**src/sv/hfrp_pkg.sv**
```systemverilog
package hfrp_pkg;

    // Queue between parser and output stage
    localparam int HFRP_QUEUE_DEPTH = 2;

    // Prefix masks and representation patterns of the first byte
    localparam logic [7:0] SIZE_UPD_MASK = 8'he0;
    localparam logic [7:0] SIZE_UPD_PAT  = 8'h20;
    localparam logic [7:0] INDEXED_BIT   = 8'h80;
    localparam logic [7:0] INCR_MASK     = 8'hc0;
    localparam logic [7:0] INCR_PAT      = 8'h40;
    localparam logic [7:0] PREFIX7_MASK  = 8'h7f;
    localparam logic [7:0] PREFIX6_MASK  = 8'h3f;
    localparam logic [7:0] PREFIX5_MASK  = 8'h1f;
    localparam logic [7:0] PREFIX4_MASK  = 8'h0f;

    // Continuation groups allowed before overflow
    localparam logic [2:0] MAX_CONT = 3'd5;

    typedef enum logic [2:0] {
        EV_SIZE_UPDATE = 3'd0,
        EV_INDEXED     = 3'd1,
        EV_LITERAL     = 3'd2,
        EV_NAME_START  = 3'd3,
        EV_NAME_BYTE   = 3'd4,
        EV_VALUE_START = 3'd5,
        EV_VALUE_BYTE  = 3'd6,
        EV_ERROR       = 3'd7
    } hfrp_kind_t;

    typedef enum logic [1:0] {
        ERR_NONE       = 2'd0,
        ERR_TRUNCATED  = 2'd1,
        ERR_ZERO_INDEX = 2'd2,
        ERR_OVERFLOW   = 2'd3
    } hfrp_err_t;

    typedef enum logic [1:0] {
        REP_SIZE_UPDATE = 2'd0,
        REP_INDEXED     = 2'd1,
        REP_INCR        = 2'd2,
        REP_NO_INDEX    = 2'd3
    } hfrp_rep_t;

    // One parsed event, front to back
    typedef struct packed {
        hfrp_kind_t  kind;
        logic [31:0] value;
        logic        add;
        logic        huf;
        logic        last;
        logic        hdone;
        hfrp_err_t   err;
        logic        blk_end;
    } hfrp_event_t;

    // Queue status: full is seen by the front, valid by the back
    typedef struct packed {
        logic full;
        logic valid;
    } hfrp_q_status_t;

endpackage

```
**src/sv/hfrp_in_if.sv**
```systemverilog
interface hfrp_in_if;
    logic       valid;
    logic       ready;
    logic [7:0] data_byte;
    logic       block_end;

    modport source (output valid, output data_byte, output block_end, input ready);
    modport sink   (input valid, input data_byte, input block_end, output ready);
endinterface

```
**src/sv/hfrp_out_if.sv**
```systemverilog
interface hfrp_out_if;
    logic        valid;
    logic        ready;
    logic [2:0]  event_kind;
    logic [31:0] out_value;
    logic        add_to_table;
    logic        huffman_coded;
    logic        last_of_string;
    logic        header_done;
    logic        block_done;
    logic [1:0]  error_code;

    modport source (output valid, output event_kind, output out_value, output add_to_table,
                    output huffman_coded, output last_of_string, output header_done,
                    output block_done, output error_code, input ready);
    modport sink   (input valid, input event_kind, input out_value, input add_to_table,
                    input huffman_coded, input last_of_string, input header_done,
                    input block_done, input error_code, output ready);
endinterface

```
**src/sv/hfrp_front.sv**
```systemverilog
module hfrp_front (
    input  logic                    clk,
    input  logic                    rst_n,
    hfrp_in_if.sink                 in_ch,
    input  logic                    q_full,
    output logic                    push,
    output hfrp_pkg::hfrp_event_t   push_event
);
    import hfrp_pkg::*;

    typedef enum logic [2:0] {
        PH_IDLE  = 3'd0,
        PH_REP   = 3'd1,
        PH_NLEN1 = 3'd2,
        PH_NLEN  = 3'd3,
        PH_NAME  = 3'd4,
        PH_VLEN1 = 3'd5,
        PH_VLEN  = 3'd6,
        PH_VALUE = 3'd7
    } phase_t;

    phase_t      phase_reg, phase_next;
    logic [31:0] acc_reg, acc_next;
    logic [2:0]  cnt_reg, cnt_next;
    hfrp_rep_t   rkind_reg, rkind_next;
    logic        add_reg, add_next;
    logic        huf_reg, huf_next;
    logic [31:0] remain_reg, remain_next;
    logic        discard_reg, discard_next;

    logic        accept;
    logic [7:0]  b;
    logic        blk_end;
    logic [7:0]  mask;
    logic [4:0]  shamt;
    logic [35:0] sum;
    logic        do_rep, do_len, len_name;
    logic [31:0] v;
    logic [31:0] rem_dec;
    hfrp_event_t ev;

    assign in_ch.ready = !q_full;
    assign accept      = in_ch.valid && in_ch.ready;
    assign b           = in_ch.data_byte;
    assign blk_end     = in_ch.block_end;

    assign shamt = 5'({2'b00, cnt_reg} * 5'd7);
    assign sum   = {4'b0000, acc_reg} + (36'(b[6:0]) << shamt);

    always_comb
    begin
        phase_next   = phase_reg;
        acc_next     = acc_reg;
        cnt_next     = cnt_reg;
        rkind_next   = rkind_reg;
        add_next     = add_reg;
        huf_next     = huf_reg;
        remain_next  = remain_reg;
        discard_next = discard_reg;
        mask         = PREFIX4_MASK;
        do_rep       = 1'b0;
        do_len       = 1'b0;
        len_name     = 1'b0;
        v            = acc_reg;
        rem_dec      = remain_reg;
        ev           = '0;
        ev.kind      = EV_SIZE_UPDATE;
        ev.err       = ERR_NONE;
        ev.blk_end   = blk_end;

        if (discard_reg)
        begin
            if (blk_end)
            begin
                discard_next = 1'b0;
                phase_next   = PH_IDLE;
            end
        end
        else
        begin
            case (phase_reg)
                PH_IDLE:
                begin
                    if ((b & SIZE_UPD_MASK) == SIZE_UPD_PAT)
                    begin
                        rkind_next = REP_SIZE_UPDATE;
                        add_next   = 1'b0;
                        mask       = PREFIX5_MASK;
                    end
                    else if ((b & INDEXED_BIT) != 8'h00)
                    begin
                        rkind_next = REP_INDEXED;
                        add_next   = 1'b0;
                        mask       = PREFIX7_MASK;
                    end
                    else if ((b & INCR_MASK) == INCR_PAT)
                    begin
                        rkind_next = REP_INCR;
                        add_next   = 1'b1;
                        mask       = PREFIX6_MASK;
                    end
                    else
                    begin
                        rkind_next = REP_NO_INDEX;
                        add_next   = 1'b0;
                        mask       = PREFIX4_MASK;
                    end
                    acc_next = {24'h000000, b & mask};
                    cnt_next = 3'd0;
                    v        = {24'h000000, b & mask};
                    if ((b & mask) == mask)
                        phase_next = PH_REP;
                    else
                        do_rep = 1'b1;
                end
                PH_REP, PH_NLEN, PH_VLEN:
                begin
                    if (cnt_reg >= MAX_CONT || sum[35:32] != 4'h0)
                    begin
                        ev.kind  = EV_ERROR;
                        ev.err   = ERR_OVERFLOW;
                        ev.value = '0;
                        ev.hdone = 1'b1;
                        ev.hdone = 1'b0;
                        ev.add   = 1'b0;
                        ev.last  = 1'b0;
                        ev.huf   = 1'b0;
                        ev.blk_end = blk_end;
                        do_rep   = 1'b0;
                        // error flag carried via kind
                        v        = acc_reg;
                    end
                    else
                    begin
                        acc_next = sum[31:0];
                        cnt_next = cnt_reg + 3'd1;
                        v        = sum[31:0];
                        if (!b[7])
                        begin
                            if (phase_reg == PH_REP)
                                do_rep = 1'b1;
                            else
                            begin
                                do_len   = 1'b1;
                                len_name = (phase_reg == PH_NLEN);
                            end
                        end
                    end
                end
                PH_NLEN1, PH_VLEN1:
                begin
                    huf_next = b[7];
                    acc_next = {25'h0000000, b[6:0]};
                    cnt_next = 3'd0;
                    v        = {25'h0000000, b[6:0]};
                    if ({1'b0, b[6:0]} == PREFIX7_MASK)
                        phase_next = (phase_reg == PH_NLEN1) ? PH_NLEN : PH_VLEN;
                    else
                    begin
                        do_len   = 1'b1;
                        len_name = (phase_reg == PH_NLEN1);
                    end
                end
                PH_NAME, PH_VALUE:
                begin
                    ev.kind  = (phase_reg == PH_NAME) ? EV_NAME_BYTE : EV_VALUE_BYTE;
                    ev.value = {24'h000000, b};
                    ev.add   = add_reg;
                    ev.huf   = huf_reg;
                    if (remain_reg != 32'd0)
                        rem_dec = remain_reg - 32'd1;
                    remain_next = rem_dec;
                    if (rem_dec == 32'd0)
                    begin
                        ev.last = 1'b1;
                        if (phase_reg == PH_NAME)
                            phase_next = PH_VLEN1;
                        else
                        begin
                            ev.hdone   = 1'b1;
                            phase_next = PH_IDLE;
                        end
                    end
                end
                default:
                begin
                    phase_next = PH_IDLE;
                end
            endcase

            // Prefix integer of a representation is complete
            if (do_rep)
            begin
                ev.value = v;
                case (rkind_next)
                    REP_SIZE_UPDATE:
                    begin
                        ev.kind    = EV_SIZE_UPDATE;
                        phase_next = PH_IDLE;
                    end
                    REP_INDEXED:
                    begin
                        if (v == 32'd0)
                        begin
                            ev.kind  = EV_ERROR;
                            ev.err   = ERR_ZERO_INDEX;
                            ev.value = '0;
                        end
                        else
                        begin
                            ev.kind    = EV_INDEXED;
                            ev.hdone   = 1'b1;
                            phase_next = PH_IDLE;
                        end
                    end
                    default:
                    begin
                        ev.kind    = EV_LITERAL;
                        ev.add     = add_next;
                        phase_next = (v == 32'd0) ? PH_NLEN1 : PH_VLEN1;
                    end
                endcase
            end

            // String length is complete
            if (do_len)
            begin
                ev.kind     = len_name ? EV_NAME_START : EV_VALUE_START;
                ev.value    = v;
                ev.add      = add_reg;
                ev.huf      = huf_next;
                remain_next = v;
                if (v == 32'd0)
                begin
                    ev.last = 1'b1;
                    if (len_name)
                        phase_next = PH_VLEN1;
                    else
                    begin
                        ev.hdone   = 1'b1;
                        phase_next = PH_IDLE;
                    end
                end
                else
                    phase_next = len_name ? PH_NAME : PH_VALUE;
            end

            // Errors and block end
            if (ev.kind == EV_ERROR)
            begin
                phase_next   = PH_IDLE;
                discard_next = !blk_end;
            end
            else if (blk_end && phase_next != PH_IDLE)
            begin
                ev         = '0;
                ev.kind    = EV_ERROR;
                ev.err     = ERR_TRUNCATED;
                ev.blk_end = blk_end;
                phase_next = PH_IDLE;
            end
        end
    end

    // An event exists when one was emitted or the block ends here
    logic ev_has;
    assign ev_has = !discard_reg &&
                    (ev.kind != EV_SIZE_UPDATE || do_rep || blk_end);

    assign push       = accept && ev_has;
    assign push_event = ev;

    always_ff @(posedge clk or negedge rst_n)
    begin
        if (!rst_n)
        begin
            phase_reg   <= PH_IDLE;
            acc_reg     <= '0;
            cnt_reg     <= '0;
            rkind_reg   <= REP_SIZE_UPDATE;
            add_reg     <= 1'b0;
            huf_reg     <= 1'b0;
            remain_reg  <= '0;
            discard_reg <= 1'b0;
        end
        else if (accept)
        begin
            phase_reg   <= phase_next;
            acc_reg     <= acc_next;
            cnt_reg     <= cnt_next;
            rkind_reg   <= rkind_next;
            add_reg     <= add_next;
            huf_reg     <= huf_next;
            remain_reg  <= remain_next;
            discard_reg <= discard_next;
        end
    end

endmodule

```
**src/sv/hfrp_queue.sv**
```systemverilog
module hfrp_queue #(
    parameter int DEPTH = hfrp_pkg::HFRP_QUEUE_DEPTH
) (
    input  logic                     clk,
    input  logic                     rst_n,
    input  logic                     push,
    input  hfrp_pkg::hfrp_event_t    push_event,
    input  logic                     pop,
    output hfrp_pkg::hfrp_q_status_t status,
    output hfrp_pkg::hfrp_event_t    head
);
    import hfrp_pkg::*;

    localparam int PtrW = (DEPTH > 1) ? $clog2(DEPTH) : 1;
    localparam int CntW = $clog2(DEPTH + 1);
    localparam logic [PtrW-1:0] LastPtr = PtrW'(DEPTH - 1);
    localparam logic [CntW-1:0] FullCnt = CntW'(DEPTH);

    hfrp_event_t     entries_reg [DEPTH];
    logic [PtrW-1:0] wr_ptr_reg, wr_ptr_next;
    logic [PtrW-1:0] rd_ptr_reg, rd_ptr_next;
    logic [CntW-1:0] count_reg, count_next;
    logic            do_push, do_pop;

    assign status.full  = (count_reg == FullCnt);
    assign status.valid = (count_reg != '0);
    assign head         = entries_reg[rd_ptr_reg];
    assign do_push      = push && !status.full;
    assign do_pop       = pop && status.valid;

    always_comb
    begin
        wr_ptr_next = wr_ptr_reg;
        rd_ptr_next = rd_ptr_reg;
        count_next  = count_reg;
        if (do_push)
            wr_ptr_next = (wr_ptr_reg == LastPtr) ? '0 : wr_ptr_reg + 1'b1;
        if (do_pop)
            rd_ptr_next = (rd_ptr_reg == LastPtr) ? '0 : rd_ptr_reg + 1'b1;
        if (do_push && !do_pop)
            count_next = count_reg + 1'b1;
        else if (do_pop && !do_push)
            count_next = count_reg - 1'b1;
    end

    always_ff @(posedge clk or negedge rst_n)
    begin
        if (!rst_n)
        begin
            wr_ptr_reg <= '0;
            rd_ptr_reg <= '0;
            count_reg  <= '0;
        end
        else
        begin
            wr_ptr_reg <= wr_ptr_next;
            rd_ptr_reg <= rd_ptr_next;
            count_reg  <= count_next;
        end
    end

    always_ff @(posedge clk)
    begin
        if (do_push)
            entries_reg[wr_ptr_reg] <= push_event;
    end

endmodule

```
**src/sv/hfrp_back.sv**
```systemverilog
module hfrp_back (
    input  logic                  clk,
    input  logic                  rst_n,
    input  logic                  q_valid,
    input  hfrp_pkg::hfrp_event_t q_head,
    output logic                  pop,
    hfrp_out_if.source            out_ch
);
    import hfrp_pkg::*;

    logic        valid_reg;
    logic [2:0]  kind_reg;
    logic [31:0] value_reg;
    logic        add_reg, huf_reg, last_reg, hdone_reg, bdone_reg;
    logic [1:0]  err_reg;
    logic        load;
    logic        is_err;

    assign load   = q_valid && (!valid_reg || out_ch.ready);
    assign pop    = load;
    assign is_err = (q_head.kind == EV_ERROR);

    always_ff @(posedge clk or negedge rst_n)
    begin
        if (!rst_n)
            valid_reg <= 1'b0;
        else if (load)
            valid_reg <= 1'b1;
        else if (out_ch.ready)
            valid_reg <= 1'b0;
    end

    // Error events carry only the code; block_done only on clean ends
    always_ff @(posedge clk)
    begin
        if (load)
        begin
            kind_reg  <= q_head.kind;
            value_reg <= is_err ? 32'd0 : q_head.value;
            add_reg   <= !is_err && q_head.add;
            huf_reg   <= !is_err && q_head.huf;
            last_reg  <= !is_err && q_head.last;
            hdone_reg <= !is_err && q_head.hdone;
            bdone_reg <= !is_err && q_head.blk_end;
            err_reg   <= is_err ? q_head.err : ERR_NONE;
        end
    end

    assign out_ch.valid          = valid_reg;
    assign out_ch.event_kind     = kind_reg;
    assign out_ch.out_value      = value_reg;
    assign out_ch.add_to_table   = add_reg;
    assign out_ch.huffman_coded  = huf_reg;
    assign out_ch.last_of_string = last_reg;
    assign out_ch.header_done    = hdone_reg;
    assign out_ch.block_done     = bdone_reg;
    assign out_ch.error_code     = err_reg;

endmodule

```
**src/sv/hpack_field_representation_parser_top.sv**
```systemverilog
// HPACK field representation parser, one header block byte per transaction.
// Each result is written into the queue when its byte is accepted, then loaded
// into the output register. Throughput: 1 byte per cycle unless the queue is full,
// set by the parse state update in the front.
// Reset (rst_n, async, active low): parser idle, queue empty, no result pending.
// Bytes that only extend an integer, and bytes skipped after an error, give no result.
module hpack_field_representation_parser_top #(
    parameter int QUEUE_DEPTH = hfrp_pkg::HFRP_QUEUE_DEPTH
) (
    input logic        clk,
    input logic        rst_n,
    hfrp_in_if.sink    in_ch,
    hfrp_out_if.source out_ch
);
    import hfrp_pkg::*;

    // Front: classifies each byte and updates the parse state in the
    // accepting cycle, then pushes an event into the queue.
    // Queue: decouples the parser from output backpressure.
    // Back: output register that formats and holds the result transaction.
    logic           q_push;
    hfrp_event_t    q_push_event;
    logic           q_pop;
    hfrp_q_status_t q_status;
    hfrp_event_t    q_head;

    hfrp_front u_front (
        .clk        (clk),
        .rst_n      (rst_n),
        .in_ch      (in_ch),
        .q_full     (q_status.full),
        .push       (q_push),
        .push_event (q_push_event)
    );

    hfrp_queue #(
        .DEPTH (QUEUE_DEPTH)
    ) u_queue (
        .clk        (clk),
        .rst_n      (rst_n),
        .push       (q_push),
        .push_event (q_push_event),
        .pop        (q_pop),
        .status     (q_status),
        .head       (q_head)
    );

    hfrp_back u_back (
        .clk     (clk),
        .rst_n   (rst_n),
        .q_valid (q_status.valid),
        .q_head  (q_head),
        .pop     (q_pop),
        .out_ch  (out_ch)
    );

    // No event is pushed into a full queue
    assert property (@(posedge clk) disable iff (!rst_n)
        q_push |-> !q_status.full)
        else $error("event pushed into full queue");

    // A clean block end never comes with an error
    assert property (@(posedge clk) disable iff (!rst_n)
        out_ch.valid && out_ch.block_done |-> out_ch.event_kind != EV_ERROR)
        else $error("block_done on error event");

    // End of string only on string events
    assert property (@(posedge clk) disable iff (!rst_n)
        out_ch.valid && out_ch.last_of_string |->
            out_ch.event_kind == EV_NAME_START || out_ch.event_kind == EV_NAME_BYTE ||
            out_ch.event_kind == EV_VALUE_START || out_ch.event_kind == EV_VALUE_BYTE)
        else $error("last_of_string on non-string event");

    // A header ends only on an indexed field or the value string
    assert property (@(posedge clk) disable iff (!rst_n)
        out_ch.valid && out_ch.header_done |->
            out_ch.event_kind == EV_INDEXED || out_ch.event_kind == EV_VALUE_START ||
            out_ch.event_kind == EV_VALUE_BYTE)
        else $error("header_done on wrong event");

endmodule

```
**src/flat_wrapper.sv**
```systemverilog
// flat-port wrapper written by rule: the top's interface ports become plain ports
module hpack_field_representation_parser_top_flat import hfrp_pkg::*;
#(
    parameter int QUEUE_DEPTH = hfrp_pkg::HFRP_QUEUE_DEPTH
)
  (clk, rst_n, in_ch_valid, in_ch_data_byte, in_ch_block_end, in_ch_ready, out_ch_valid, out_ch_event_kind, out_ch_out_value, out_ch_add_to_table, out_ch_huffman_coded, out_ch_last_of_string, out_ch_header_done, out_ch_block_done, out_ch_error_code, out_ch_ready);
  hfrp_in_if in_ch_i ();
  hfrp_out_if out_ch_i ();
  input logic clk;
  input logic rst_n;
  input wire logic [$bits(in_ch_i.valid)-1:0] in_ch_valid;
  input wire logic [$bits(in_ch_i.data_byte)-1:0] in_ch_data_byte;
  input wire logic [$bits(in_ch_i.block_end)-1:0] in_ch_block_end;
  output wire logic [$bits(in_ch_i.ready)-1:0] in_ch_ready;
  output wire logic [$bits(out_ch_i.valid)-1:0] out_ch_valid;
  output wire logic [$bits(out_ch_i.event_kind)-1:0] out_ch_event_kind;
  output wire logic [$bits(out_ch_i.out_value)-1:0] out_ch_out_value;
  output wire logic [$bits(out_ch_i.add_to_table)-1:0] out_ch_add_to_table;
  output wire logic [$bits(out_ch_i.huffman_coded)-1:0] out_ch_huffman_coded;
  output wire logic [$bits(out_ch_i.last_of_string)-1:0] out_ch_last_of_string;
  output wire logic [$bits(out_ch_i.header_done)-1:0] out_ch_header_done;
  output wire logic [$bits(out_ch_i.block_done)-1:0] out_ch_block_done;
  output wire logic [$bits(out_ch_i.error_code)-1:0] out_ch_error_code;
  input wire logic [$bits(out_ch_i.ready)-1:0] out_ch_ready;
  assign in_ch_i.valid = in_ch_valid;
  assign in_ch_i.data_byte = in_ch_data_byte;
  assign in_ch_i.block_end = in_ch_block_end;
  assign in_ch_ready = in_ch_i.ready;
  assign out_ch_valid = out_ch_i.valid;
  assign out_ch_event_kind = out_ch_i.event_kind;
  assign out_ch_out_value = out_ch_i.out_value;
  assign out_ch_add_to_table = out_ch_i.add_to_table;
  assign out_ch_huffman_coded = out_ch_i.huffman_coded;
  assign out_ch_last_of_string = out_ch_i.last_of_string;
  assign out_ch_header_done = out_ch_i.header_done;
  assign out_ch_block_done = out_ch_i.block_done;
  assign out_ch_error_code = out_ch_i.error_code;
  assign out_ch_i.ready = out_ch_ready;
  hpack_field_representation_parser_top #(.QUEUE_DEPTH(QUEUE_DEPTH)) u_core (.clk(clk), .rst_n(rst_n), .in_ch(in_ch_i), .out_ch(out_ch_i));
endmodule
```
**config.mk**
```make
export PLATFORM = sky130hd
export DESIGN_NAME = hpack_field_representation_parser_top_flat
export DESIGN_NICKNAME = d
export VERILOG_FILES = /design/src/sv/hfrp_pkg.sv /design/src/sv/hfrp_in_if.sv /design/src/sv/hfrp_out_if.sv /design/src/sv/hfrp_front.sv /design/src/sv/hfrp_queue.sv /design/src/sv/hfrp_back.sv /design/src/sv/hpack_field_representation_parser_top.sv /design/src/flat_wrapper.sv
export SDC_FILE = /design/constraint.sdc
export NUM_CORES = 1
export LEC_CHECK = 0
export BUFFER_PORTS_ARGS = -buffer_cell sky130_fd_sc_hd__buf_2
export CELL_PAD_IN_SITES_DETAIL_PLACEMENT = 1
export CELL_PAD_IN_SITES_GLOBAL_PLACEMENT = 1
export CORE_ASPECT_RATIO = 0.9
export CORE_UTILIZATION = 40
export CTS_BUF_LIST = sky130_fd_sc_hd__clkbuf_16
export DETAILED_ROUTE_END_ITERATION = 12
export PLACE_DENSITY = 0.66
export SYNTH_ARGS = -nofsm -noshare
export SYNTH_HDL_FRONTEND = slang
export SYNTH_SLANG_ARGS = --single-unit
```
**constraint.sdc**
```tcl
create_clock -name clk -period 13.7 [get_ports clk]
set_input_delay 0.685 -clock clk [delete_from_list [all_inputs] [get_ports clk]]
set_output_delay 0.685 -clock clk [all_outputs]
set_load 0.005 [all_outputs]
```
==> impl_results.md <==
* Outcome: completed
* Setup Skew at 17.8 ps
* CORE AREA at 33300 sq um
* Hold Crit Class: primary input to asynchronous set/reset pin
* Final worst slack at 3420 ps
* CTS tree: built
* Worst R2R End: u_core.u_queue.entries_reg[1][22]$_DFFE_PP_
* Most used cell, CP: ha_1
* Max VDD drop at 103 uV
* Multi-input gate area in the final layout at 7380 sq um
* Via count at 11.9k
* Final nets at around 1.5k
* Final slew viol count at 0
* Family of cells with the greatest summed delay on the critical path: compound AO/OA/AOI/OAI gates
* Wire length per cell at 24.3 um
* CP endpoint kind: flip-flop
* CTS Buffer Depth at 3
* FFs w/ async S/R, synth at 0.388
* CP Data Arrival Time at 10520 ps
* Final critical-path required period at 10280 ps
* I/O pins at 57
* Startpoint Class: flip-flop
* Worst-Skew Late Latency at 530 ps
* Crit path kind: flip-flop to flip-flop
* Largest net degree at the start of global routing at 63
* Mapped cell area at roughly 14000 sq um
* Height of the die at 177 um
* Layout cells sized above 1 at 0.129
* Die Wd at 197 um
* Finished Core Util at 0.452
* Syn Inst Count at 1450
* First-pass GRT wire length at 72700 um
* Cts bufs inserted at 24
* Area delta synth->final at 10.1%
* Reg2reg start: u_core.u_front.cnt_reg[0]$_DFFE_PN0P_
* Final period utilization at 0.750
* GRT Total Usage at 0.272
* LEAKAGE at 5.70 nW
* Seq cells post-synth at 206
* Via count of the first global-routing pass at 11.7k
* Synth top area share at 0.277
* DIE AREA at 34900 sq um
* Root Driver: clkbuf_16
* Finished Cell Area at 15000 sq um
* Initial antenna violation count at 0
* Final setup fails at 0
* Syn nets at 1508
* Post-synth EDFFs at 126
* Dpl cell area at 14300 sq um
* Post-CTS Setup Bufs at 0
* Final Hold Fails at 0
* Vias per std cell at 6.19
* # hold bufs at CTS at 0
* Critical Path RT at 13940 ps
* CTS H-tree depth at 1
* R2R depth at 27
* Seq/Total Area, Yosys at 0.423
* Placed insts at about 1.9k
* Most common cell after layout, fill and taps aside: nor2_1
* Commonest non-fill, non-tap cells in the layout: nor2_1, nand2_1, edfxtp_1, o21ai_0, a21oi_1
* Max Fclk at slightly below 100 MHz
* Top cells by area, synth: edfxtp_1, dfrtp_1, nor2_1, mux2i_1, ha_1
* RSZ-0062 raised after global routing: no
* Max Cap Viol at 0
* Normalized max-slew margin at 0.0888
* Fin cells at 1930
* Dpl hpwl at roughly 35000 um
* Buffers on Ports at 56
* CP bufs+invs at 4
* Least-Margin Pin Slew at 1360 ps
* Diode count at 0
* # DRC at 0
* Place WS at 3830 ps
* Antenna-violating nets left at 0
* Initial Util at 0.411
* Ys flop type: edfxtp_1
* Fillers at 3795
* Clock Sinks at 206
* Max reg flops at 84
* PwrDens at between 200 and 300 nW/um^2
* Pre-antenna DRT Iters at 5
* CP peak stage delay at 810 ps
* Row count at 63
* Critical path's slowest cell: dfrtp_1
* CTS resizes at 0
* Mapped Avg Cell Area at 9.42 sq um
* Gr ovfl total at 0
* Clock slew at reported path FFs at 60 ps
* Final setup TNS at 0 ps
* DRT iter0 DRCs at 926
* Ys Warns at 0
* Max FO, Critical Path at 37
* FF+latch area at 5790 sq um
* Post-synth cell types at 101
* Synth area leader: edfxtp_1
* Reg2reg setup slack at 3420 ps
* WL final at 46900 um
* Routability congestion estimate at 0.921
-- cell usage after synthesis, types with 15 or more instances --
cell type / number
a2111oi_2: 16
a211oi_1: 23
a21oi_1: 91
a22o_1: 19
a31oi_1: 28
and2_1: 20
clkbuf_1: 65
dfrtp_1: 80
edfxtp_1: 126
ha_1: 42
inv_1: 35
mux2_2: 15
mux2i_1: 53
nand2_1: 136
nand2b_1: 16
nand3_1: 25
nand4_1: 22
nor2_1: 173
nor3_1: 29
nor4_1: 24
o21ai_0: 103
xnor2_1: 15
xor2_1: 19
-- layout make-up --
class,instances,area share
clock buffers,25,0.0416
inverters,35,0.00874
repair buffers,76,0.0301
multi-input cells,1116,0.491
well taps,455,0.0379
flip-flops and latches,206,0.385
clock inverters,17,0.00574
-- where the power goes --
group	total [mW]	leakage, nW	internal [mW]	switching (mW)
logic	2.25	3.07	0.731	1.52
clock network	0.591	0.369	0.329	0.262
registers	1.15	2.25	0.977	0.177
total	3.99	5.70	2.04	1.96
-- through the flow --
stage / hold WS (ps) / power (mW)
after global placement: 481 / 3.31
after floorplan: 389 / 2.59
after CTS: 15.6 / 3.97
final: 25.3 / 3.99
after global routing: 24.2 / 4.27
after detailed placement: 498 / 3.36
-- logic make-up after synthesis --
group                      synth area share
AOI/OAI and AO/OA                     0.229
xor gates and xnor gates             0.0230
adders and majority gates            0.0429
buffers and inverters                0.0397
DFF                                   0.423
muxes                                0.0538
and+or+nand+nor                       0.188
-- metal layers --
metal / global-route usage / routed length (um) / part of all wire
met4: 0.0520 / 832 / 0.018
met1: 0.409 / 22900 / 0.49
met5: 0 / 0 / 0
met2: 0.423 / 21100 / 0.45
met3: 0.0283 / 2140 / 0.046
-- worst max path at each step --
stage / from / endpoint / slack (ps) / cells after the start
after detailed placement: u_core.u_front.cnt_reg[0]$_DFFE_PN0P_ / u_core.u_queue.entries_reg[1][19]$_DFFE_PP_ / 3830 / 27
after global routing: u_core.u_front.cnt_reg[0]$_DFFE_PN0P_ / u_core.u_queue.entries_reg[1][16]$_DFFE_PP_ / 2730 / 26
after CTS: u_core.u_front.cnt_reg[0]$_DFFE_PN0P_ / u_core.u_queue.entries_reg[1][19]$_DFFE_PP_ / 3730 / 27
after floorplan: u_core.u_front.cnt_reg[0]$_DFFE_PN0P_ / u_core.u_queue.entries_reg[0][0]$_DFFE_PP_ / 6020 / 23
after global placement: u_core.u_front.cnt_reg[0]$_DFFE_PN0P_ / u_core.u_queue.entries_reg[0][23]$_DFFE_PP_ / 3800 / 26
final: u_core.u_front.cnt_reg[0]$_DFFE_PN0P_ / u_core.u_queue.entries_reg[1][22]$_DFFE_PP_ / 3420 / 27
(Power assumes the default switching activity.)
